$ cat config.mk
export PLATFORM = sky130hd
export DESIGN_NAME = rtu_frame_receive_check
export DESIGN_NICKNAME = d
export VERILOG_FILES = /design/src/rtu_rx_pkg.sv /design/src/rtu_frame_receive_check.sv
export SDC_FILE = /design/constraint.sdc
export NUM_CORES = 1
export LEC_CHECK = 0
export BUFFER_PORTS_ARGS = -buffer_cell sky130_fd_sc_hd__buf_4
export CORE_UTILIZATION = 35
export CTS_CLUSTER_DIAMETER = 200
export DETAILED_ROUTE_END_ITERATION = 7
export SLEW_MARGIN = 20
export SYNTH_ARGS = -nofsm -noshare
export SYNTH_HDL_FRONTEND = slang
export SYNTH_SLANG_ARGS = --single-unit
export TNS_END_PERCENT = 20
$ cat constraint.sdc
create_clock -name i_clk -period 4.7 [get_ports i_clk]
set_input_delay 0.235 -clock i_clk [delete_from_list [all_inputs] [get_ports i_clk]]
set_output_delay 0.235 -clock i_clk [all_outputs]
set_load 0.005 [all_outputs]
$ cat src/rtu_rx_pkg.sv
`timescale 1ns / 1ps
// ----------------------------------------------------------------------------
// rtu_rx_pkg
// Shared types, constants and the byte-wide CRC-16 update for the serial
// frame receive check.
// ----------------------------------------------------------------------------
package rtu_rx_pkg;

    // Frame limits and CRC constants
    localparam int unsigned MAX_FRAME_BYTES_DEF = 256;
    localparam logic [15:0] CRC_INIT            = 16'hFFFF;
    localparam logic [15:0] CRC_POLY            = 16'hA001;

    // Result queue depth (power of two)
    localparam int unsigned FIFO_DEPTH = 4;

    // Result item kinds
    localparam logic KIND_PAYLOAD = 1'b0;
    localparam logic KIND_SUMMARY = 1'b1;

    // Length status codes
    localparam logic [1:0] LEN_OK    = 2'd0;
    localparam logic [1:0] LEN_SHORT = 2'd1;
    localparam logic [1:0] LEN_LONG  = 2'd2;

    // One result item
    typedef struct packed {
        logic       item_kind;
        logic [7:0] payload_byte;
        logic [7:0] station_address;
        logic [7:0] function_code;
        logic [7:0] payload_count;
        logic       crc_match;
        logic [1:0] length_status;
        logic       last_of_run;
    } t_item;

    // Fold one byte into a reflected CRC-16, LSB first
    function automatic logic [15:0] crc_feed(logic [15:0] crc_in, logic [7:0] data);
        logic [15:0] crc;
        crc = crc_in ^ {8'h00, data};
        for (int k = 0; k < 8; k++) begin
            if (crc[0]) begin
                crc = (crc >> 1) ^ CRC_POLY;
            end else begin
                crc = crc >> 1;
            end
        end
        return crc;
    endfunction

endpackage

$ cat src/rtu_frame_receive_check.sv
`timescale 1ns / 1ps
// ----------------------------------------------------------------------------
// rtu_frame_receive_check
// Receive-side frame check: strips address, function code and CRC, forwards
// the payload two bytes late and closes each frame with a summary item.
// ----------------------------------------------------------------------------
// Usage:
//   Input channel (i_valid / o_ready) takes one received byte per transfer,
//   with i_end_of_frame set on the last byte of a frame. Output channel
//   (o_valid / i_ready) delivers result items: payload bytes (kind 0) and
//   one summary per frame (kind 1) carrying address, function code, payload
//   count, CRC match and length status. o_last_of_run marks the final item
//   caused by one input byte.
//   Results are registered in the queue before they are presented. Throughput:
//   one byte per cycle while o_ready is high. Frame state and the CRC update
//   are combinational per byte; results go through a 4-entry queue that
//   drains one item per cycle while i_ready is high, so the extra summary
//   item at end of frame is absorbed while the next frame's header bytes
//   produce no output. o_ready is high while the queue has room for two
//   items. Reset clears the frame state (CRC to 0xFFFF, position and held
//   bytes to zero) and empties the queue. When the receiver stalls, items
//   wait in the queue; once it holds more than two, input transfers pause.
// ----------------------------------------------------------------------------
module rtu_frame_receive_check #(
    parameter int unsigned MAX_FRAME_BYTES = rtu_rx_pkg::MAX_FRAME_BYTES_DEF
) (
    input  logic       i_clk,
    input  logic       i_rst_n,
    // byte input
    input  logic       i_valid,
    output logic       o_ready,
    input  logic [7:0] i_rx_byte,
    input  logic       i_end_of_frame,
    // result output
    output logic       o_valid,
    input  logic       i_ready,
    output logic       o_item_kind,
    output logic [7:0] o_payload_byte,
    output logic [7:0] o_station_address,
    output logic [7:0] o_function_code,
    output logic [7:0] o_payload_count,
    output logic       o_crc_match,
    output logic [1:0] o_length_status,
    output logic       o_last_of_run
);

    localparam int unsigned PW      = $clog2(MAX_FRAME_BYTES + 2);
    localparam int unsigned DEPTH   = rtu_rx_pkg::FIFO_DEPTH;
    localparam int unsigned PTR_W   = $clog2(DEPTH);
    localparam int unsigned CNT_W   = $clog2(DEPTH + 1);
    localparam logic [PW-1:0] POS_SAT = PW'(MAX_FRAME_BYTES + 1);
    localparam logic [PW-1:0] POS_MAX = PW'(MAX_FRAME_BYTES);
    localparam logic [7:0]    CNT_SAT = 8'(MAX_FRAME_BYTES - 4);

    // Frame state
    logic [15:0]   r_crc,  n_crc;
    logic [PW-1:0] r_pos,  n_pos;
    logic [7:0]    r_dly0, n_dly0;
    logic [7:0]    r_dly1, n_dly1;
    logic [7:0]    r_addr, n_addr;
    logic [7:0]    r_func, n_func;

    // Result queue
    rtu_rx_pkg::t_item r_fifo [DEPTH];
    logic [PTR_W-1:0]  r_wr_ptr, r_rd_ptr;
    logic [CNT_W-1:0]  r_count,  n_count;

    logic              w_in_xfer, w_out_xfer;
    logic              w_pay, w_eof;
    logic [15:0]       w_crc;
    logic [PW:0]       w_len_raw;
    logic [PW-1:0]     w_len, w_len_m4;
    logic [7:0]        w_sum_addr, w_sum_func;
    rtu_rx_pkg::t_item w_pay_item, w_sum_item, w_slot0;
    logic              w_push0, w_push1;
    logic [1:0]        w_n_push;

    assign o_ready    = (r_count < CNT_W'(DEPTH - 1));
    assign o_valid    = (r_count != '0);
    assign w_in_xfer  = i_valid && o_ready;
    assign w_out_xfer = o_valid && i_ready;

    // Process one byte: CRC, delay line, position and summary fields
    always_comb begin
        w_eof      = i_end_of_frame;
        w_pay      = (r_pos >= PW'(4));
        w_crc      = (r_pos >= PW'(2)) ? rtu_rx_pkg::crc_feed(r_crc, r_dly0) : r_crc;
        w_len_raw  = {1'b0, r_pos} + (PW+1)'(1);
        w_len      = (w_len_raw > {1'b0, POS_SAT}) ? POS_SAT : w_len_raw[PW-1:0];
        w_len_m4   = w_len - PW'(4);
        w_sum_addr = (r_pos == '0) ? i_rx_byte : r_addr;
        w_sum_func = (r_pos == '0) ? 8'h00 :
                     (r_pos == PW'(1)) ? i_rx_byte : r_func;

        // payload item
        w_pay_item              = '0;
        w_pay_item.item_kind    = rtu_rx_pkg::KIND_PAYLOAD;
        w_pay_item.payload_byte = r_dly0;
        w_pay_item.last_of_run  = !w_eof;

        // summary item
        w_sum_item                 = '0;
        w_sum_item.item_kind       = rtu_rx_pkg::KIND_SUMMARY;
        w_sum_item.station_address = w_sum_addr;
        w_sum_item.function_code   = w_sum_func;
        w_sum_item.last_of_run     = 1'b1;
        if (w_len < PW'(4)) begin
            w_sum_item.length_status = rtu_rx_pkg::LEN_SHORT;
        end else begin
            w_sum_item.crc_match = ({i_rx_byte, r_dly1} == w_crc);
            if (w_len > POS_MAX) begin
                w_sum_item.length_status = rtu_rx_pkg::LEN_LONG;
                w_sum_item.payload_count = CNT_SAT;
            end else begin
                w_sum_item.length_status = rtu_rx_pkg::LEN_OK;
                w_sum_item.payload_count = 8'(w_len_m4);
            end
        end

        // next frame state; end of frame returns to the reset values
        if (w_eof) begin
            n_crc  = rtu_rx_pkg::CRC_INIT;
            n_pos  = '0;
            n_dly0 = 8'h00;
            n_dly1 = 8'h00;
            n_addr = 8'h00;
            n_func = 8'h00;
        end else begin
            n_crc  = w_crc;
            n_pos  = w_len;
            n_dly0 = r_dly1;
            n_dly1 = i_rx_byte;
            n_addr = w_sum_addr;
            n_func = w_sum_func;
        end
    end

    // Queue push selection and occupancy
    always_comb begin
        w_push0  = w_in_xfer && (w_pay || w_eof);
        w_push1  = w_in_xfer && w_pay && w_eof;
        w_slot0  = w_pay ? w_pay_item : w_sum_item;
        w_n_push = {1'b0, w_push0} + {1'b0, w_push1};
        n_count  = r_count + CNT_W'(w_n_push) - CNT_W'(w_out_xfer);
    end

    // Hold frame state and queue control
    always_ff @(posedge i_clk) begin
        if (!i_rst_n) begin
            r_crc    <= rtu_rx_pkg::CRC_INIT;
            r_pos    <= '0;
            r_dly0   <= 8'h00;
            r_dly1   <= 8'h00;
            r_addr   <= 8'h00;
            r_func   <= 8'h00;
            r_wr_ptr <= '0;
            r_rd_ptr <= '0;
            r_count  <= '0;
        end else begin
            if (w_in_xfer) begin
                r_crc  <= n_crc;
                r_pos  <= n_pos;
                r_dly0 <= n_dly0;
                r_dly1 <= n_dly1;
                r_addr <= n_addr;
                r_func <= n_func;
            end
            r_wr_ptr <= r_wr_ptr + PTR_W'(w_n_push);
            if (w_out_xfer) begin
                r_rd_ptr <= r_rd_ptr + PTR_W'(1);
            end
            r_count <= n_count;
        end
    end

    // Write result items into the queue
    always_ff @(posedge i_clk) begin
        if (w_push0) begin
            r_fifo[r_wr_ptr] <= w_slot0;
        end
        if (w_push1) begin
            r_fifo[r_wr_ptr + PTR_W'(1)] <= w_sum_item;
        end
    end

    // Present the head of the queue
    assign o_item_kind       = r_fifo[r_rd_ptr].item_kind;
    assign o_payload_byte    = r_fifo[r_rd_ptr].payload_byte;
    assign o_station_address = r_fifo[r_rd_ptr].station_address;
    assign o_function_code   = r_fifo[r_rd_ptr].function_code;
    assign o_payload_count   = r_fifo[r_rd_ptr].payload_count;
    assign o_crc_match       = r_fifo[r_rd_ptr].crc_match;
    assign o_length_status   = r_fifo[r_rd_ptr].length_status;
    assign o_last_of_run     = r_fifo[r_rd_ptr].last_of_run;

endmodule
Yosys cells after proc, flatten, opt, wreduce, memory -nomap -nowiden --
Memories as Yosys holds them, arrays and structs flattened. A register that Yosys moved wholly into a read port is not among the register bits. Cells that the tools add are included.
Operators by class: multiplexer cells 30, reduce and logical (&&, ||, !) cells 9, add/sub/neg operators 8, shifts and indexed selects 0, $lt $le $gt $ge 6, bitwise operators 9, $mul 0, div/mod/pow operators 0, eq/ne operators 2
Operators by type and width (number):
- $mux 16 | 10
- $mux 8 | 8
- $mux 37 | 1
- $mux 9 | 3
- $not 2->3 | 8
- $eq 16x16->1 | 1
- $xor 16x8->16 | 1
- $add 9x1->10 const B | 1
- $gt 10x9->1 const B | 1
- $eq 9x1->1 const B | 1
- $ge 9x2->1 const B | 1
- $ge 9x3->1 const B | 1
- $gt 9x9->1 const B | 1
- $logic_not 9->1 | 1
- $lt 9x3->1 const B | 1
- $mux 2 | 4
- $sub 8x3->8 const B | 1
- $logic_and 1x1->1 | 5
- $add 2x1->2 const B | 2
- $mux 1 | 4
- $add 3x2->3 | 1
- $lt 3x2->1 const B | 1
- $reduce_bool 3->1 | 1
- $sub 3x1->3 | 1
- 4 further kinds | 4
Storage, ports and cells: memory bits (read-only) 0, bits in writable memories 148, output and inout port bits 39, flip-flop bits (word level) 64, input bits 13, memories 1, word-level logic and storage cells 74, latch bits 0
Memories:
- r_fifo | depth 4, bits a word 37, read ports 1, clocked after Yosys merged registers in 1, write ports 2, line rtu_frame_receive_check.sv:64 | rtu_rx_pkg::t_item r_fifo [DEPTH];

Longest topological paths before layout --
word-level depth 21, depth in mapped cells 16, mapped depth without buffers 14

Worst setup path after synthesis --
No wires, ideal clock.
path kind flip-flop to flip-flop, start register r_pos[5], end memory r_fifo[0][10] (netlist bit), enable pin, period minus slack after synthesis 3.837 ns, data arrival time 3.385 ns, stages on the path, launching flop included 6, setup slack 0.863 ns, buffers on the path 2, cells stage by stage dfxtp_1 clkbuf_1 or4_4 clkbuf_1 nand3_1 o21ai_0
RTL lines:
- start, declared | line rtu_frame_receive_check.sv:57 | logic [PW-1:0] r_pos, n_pos;
- start signal, assigned | line rtu_frame_receive_check.sv:162 | r_pos <= n_pos;
- end, declared | line rtu_frame_receive_check.sv:64

==> impl_metrics.csv <==
group,metric,value,unit
cts,root_buffer,"clkbuf_16",
yosys,synth_compound_area_share,8.55,%
cts,clk_pin_slew,60,ps
route,dr.pass1.iters,5,
yosys,synth_top_family_by_area,"simple AND/OR/NAND/NOR gates",
timing,period_share,84.7,%
critical_path,crit_arrival,4340,ps
yosys,yosys.area_share.simple,18.1,%
route,wl,25.5,mm
timing,max_freq,0.251,GHz
pwr,cellPowerDensity,416,nW/µm²
floorplanning,die_h,174,µm
cts,cts_setup_buffers,0,
critical_path,critPathLaunchType,"flip-flop",
min_path,hold_path_class,"primary input to flip-flop",
yosys,synth_cell_types,67,
placement,portBuffers,51,
timing,skew,14.4,ps
timing,maxSlewHeadroom,28.8,%
layout,mostFrequentLayoutCell,"nor2_1",
timing,fin_crit,3980,ps
critical_path,cp-end-kind,"flip-flop",
pwr,totalPowerFinal,4940,µW
yosys,synth-seq-area-share,51.9,%
cts,cts_resized,0,
route,vias_per_cell,5.17,
yosys,async_flop_share,0,%
placement,dp_hpwl,16.1,mm
yosys,synth_edf_count,108,
cts,h-tree-depth,1,
global_route,grt_antenna_before_repair,0,
cts,cts_tree,"done",
flow_run,cap_violations,0,
yosys,synthMuxAreaShare,11.7,%
yosys,synth_xor_area_share,5.17,%
global_route,grt_pass1_wl,40.9,mm
placement,place.gp.congestion,0.895,
floorplanning,die_area,30200,µm²
global_route,grt_overflow,0,
timing,worstMarginPinSlew,1060,ps
yosys,synth_flop_cell,"edfxtp_1",
timing,hold_viol,0,
route,vias,7153,
yosys,synthCells,951,
critical_path,critical_path_class,"flip-flop to flip-flop",
route,drc_errors,0,
layout,areaGrowthSynthToFinish,14.7,%
route,ant_nets,0,
floorplanning,io_pins,52,
run_status,status,"finished clean",
global_route,grt_max_degree,67,
floorplanning,start_util,35.8,%
yosys,synthesis.area,10300,µm²
cts,ctsHoldBuffers,0,
route,drt-wirelength-per-cell,18.4,µm
critical_path,path_max_fanout,15,
route,drt_iter0_drc,563,
timing,slew_viol_final,0,
global_route,track_usage,17.0,%
yosys,yosysWarnings,0,
layout,num_antenna_cells,0,
floorplanning,rows,62,
cts,numCtsBuffers,24,
yosys,avgSynthCellArea,10.9,µm²
yosys,synth_adder_area_share,1.40,%
cts,clk_latency,510,ps
floorplanning,die_w,174,µm
cts,clock-sinks,214,
layout,layout-drive-gt1-share,15.6,%
global_route,first_global_vias,7179,
yosys,syn_nets,975,
timing,rsz0062_at_grt,"no",
layout,layout_common_cells,"161 x nor2_1, 108 x edfxtp_1, 104 x dfxtp_1, 77 x nand2_1, 64 x buf_4",
cts,ctsLongestPathBuffers,3,
yosys,synth_seq_cells,214,
floorplanning,core,28900,µm²
layout,layout.nets,1005,
pwr,vdd_drop_max,0.232,mV
timing,finalSetupViolations,0,
pwr,p_leak,0.00408,µW
critical_path,required,5060,ps
timing,setup_tns,0,ps
## cells by family after synthesis
family / Yosys count
and+or+nand+nor: 387
buffers and inverters: 82
AOI/OAI and AO/OA: 136
muxes: 74
xor gates and xnor gates: 47
adders and majority gates: 11
DFF: 214
## worst max-delay path, stage by stage, from the launching register on
cell,delay [ps]
dfxtp_1,580
ha_1,480
nor4bb_1,320
a22oi_1,130
a221oi_1,350
nand2b_1,300
o21ai_0,210
ha_1,290
nor2b_1,160
o21ai_0,100
a21oi_1,100
nor3_1,250
nor3b_1,90
o31a_1,350
nor2_1,140
## stage by stage
| step | hold WS, ps | std cells | worst slack, ps | cell area, µm² | utilization (%) |
|---|---|---|---|---|---|
| finish | 68.4 | 1383 | 720 | 11900 | 41.1 |
| global route | 67.3 | 1383 | 352 | 11900 | 41.1 |
| CTS | 50.5 | 1383 | 799 | 11900 | 41.1 |
| detailed placement | 441 | 1339 | 806 | 11100 | 38.3 |
| global placement | 430 | 1339 | 905 | 11100 | 38.3 |
| floorplan | 406 | 951 | 863 | 10300 | - |
## flip-flops by register name (all words and copies together), names as in the netlist, named ones only
signal / count
r_addr: 8
r_count: 3
r_crc: 16
r_dly0: 8
r_dly1: 8
r_fifo: 148
r_func: 8
r_pos: 9
r_rd_ptr: 2
r_wr_ptr: 2
## cell usage after synthesis (3+ instances only)
cell type / instances / area share [%]
nor2_1: 161 / 5.8
edfxtp_1: 108 / 31
dfxtp_1: 106 / 21
nand2_1: 77 / 2.8
clkbuf_1: 39 / 1.4
mux4_2: 37 / 8.1
mux2i_1: 36 / 3.5
a21oi_1: 32 / 1.5
nor2b_1: 27 / 1.6
nor3_1: 26 / 1.3
xnor2_1: 24 / 2.0
and2_1: 23 / 1.4
inv_1: 22 / 0.80
a22oi_1: 20 / 1.5
o22ai_1: 20 / 1.2
o21ai_0: 19 / 0.92
nand3b_1: 17 / 1.2
a21boi_0: 14 / 1.0
xor2_1: 13 / 1.1
buf_2: 12 / 0.58
nand3_1: 11 / 0.53
ha_1: 10 / 1.2
and3_1: 6 / 0.36
buf_1: 5 / 0.18
nand4_1: 5 / 0.30
nor3b_1: 5 / 0.36
and4_1: 4 / 0.34
buf_4: 4 / 0.29
nor4_1: 4 / 0.24
or3_1: 4 / 0.24
xnor3_1: 4 / 0.87
a211o_1: 3 / 0.25
a211oi_1: 3 / 0.22
a31oi_1: 3 / 0.18
nand2b_1: 3 / 0.18
nor4_2: 3 / 0.36
xnor2_2: 3 / 0.47
## routing by layer
| metal | vias to the layer above | global-route usage (%) | routed length (µm) |
|---|---|---|---|
| li1 | 3481 | - | - |
| met3 | 47 | 2.47 | 909 |
| met2 | 134 | 28.2 | 12000 |
| met1 | 3491 | 22.8 | 11800 |
| met4 | 0 | 5.59 | 768 |
| met5 | - | 0 | 0 |
## power by group
group / total [µW] / internal, µW / switching, µW / leakage [µW]
clock network: 1880 / 1140 / 745 / 0.000390
registers: 2130 / 2060 / 68.7 / 0.00183
logic: 927 / 447 / 480 / 0.00186
total: 4940 / 3640 / 1290 / 0.00408
## cell type report
type / instances / area, µm²
Clock inverter: 6 / 55.1
Fill cell: 2786 / 17000
Tap cell: 384 / 480
Timing Repair Buffer: 64 / 480
Sequential cell: 214 / 5370
Clock buffer: 38 / 746
Inverter: 22 / 82.6
Multi-Input combinational cell: 655 / 4650
## final timing paths
kind	depth (start not counted)	start	slack (ps)	endpoint
max	14	r_pos[0]	720	r_fifo[1][10]
min	3	i_rx_byte[1]	70	r_dly1[1]
max reg2reg	14	r_pos[0]	720	r_fifo[1][10]
min reg2reg	2	r_fifo[0][36]	450	r_fifo[0][36]
No activity file was read; power rests on OpenSTA's default activity.
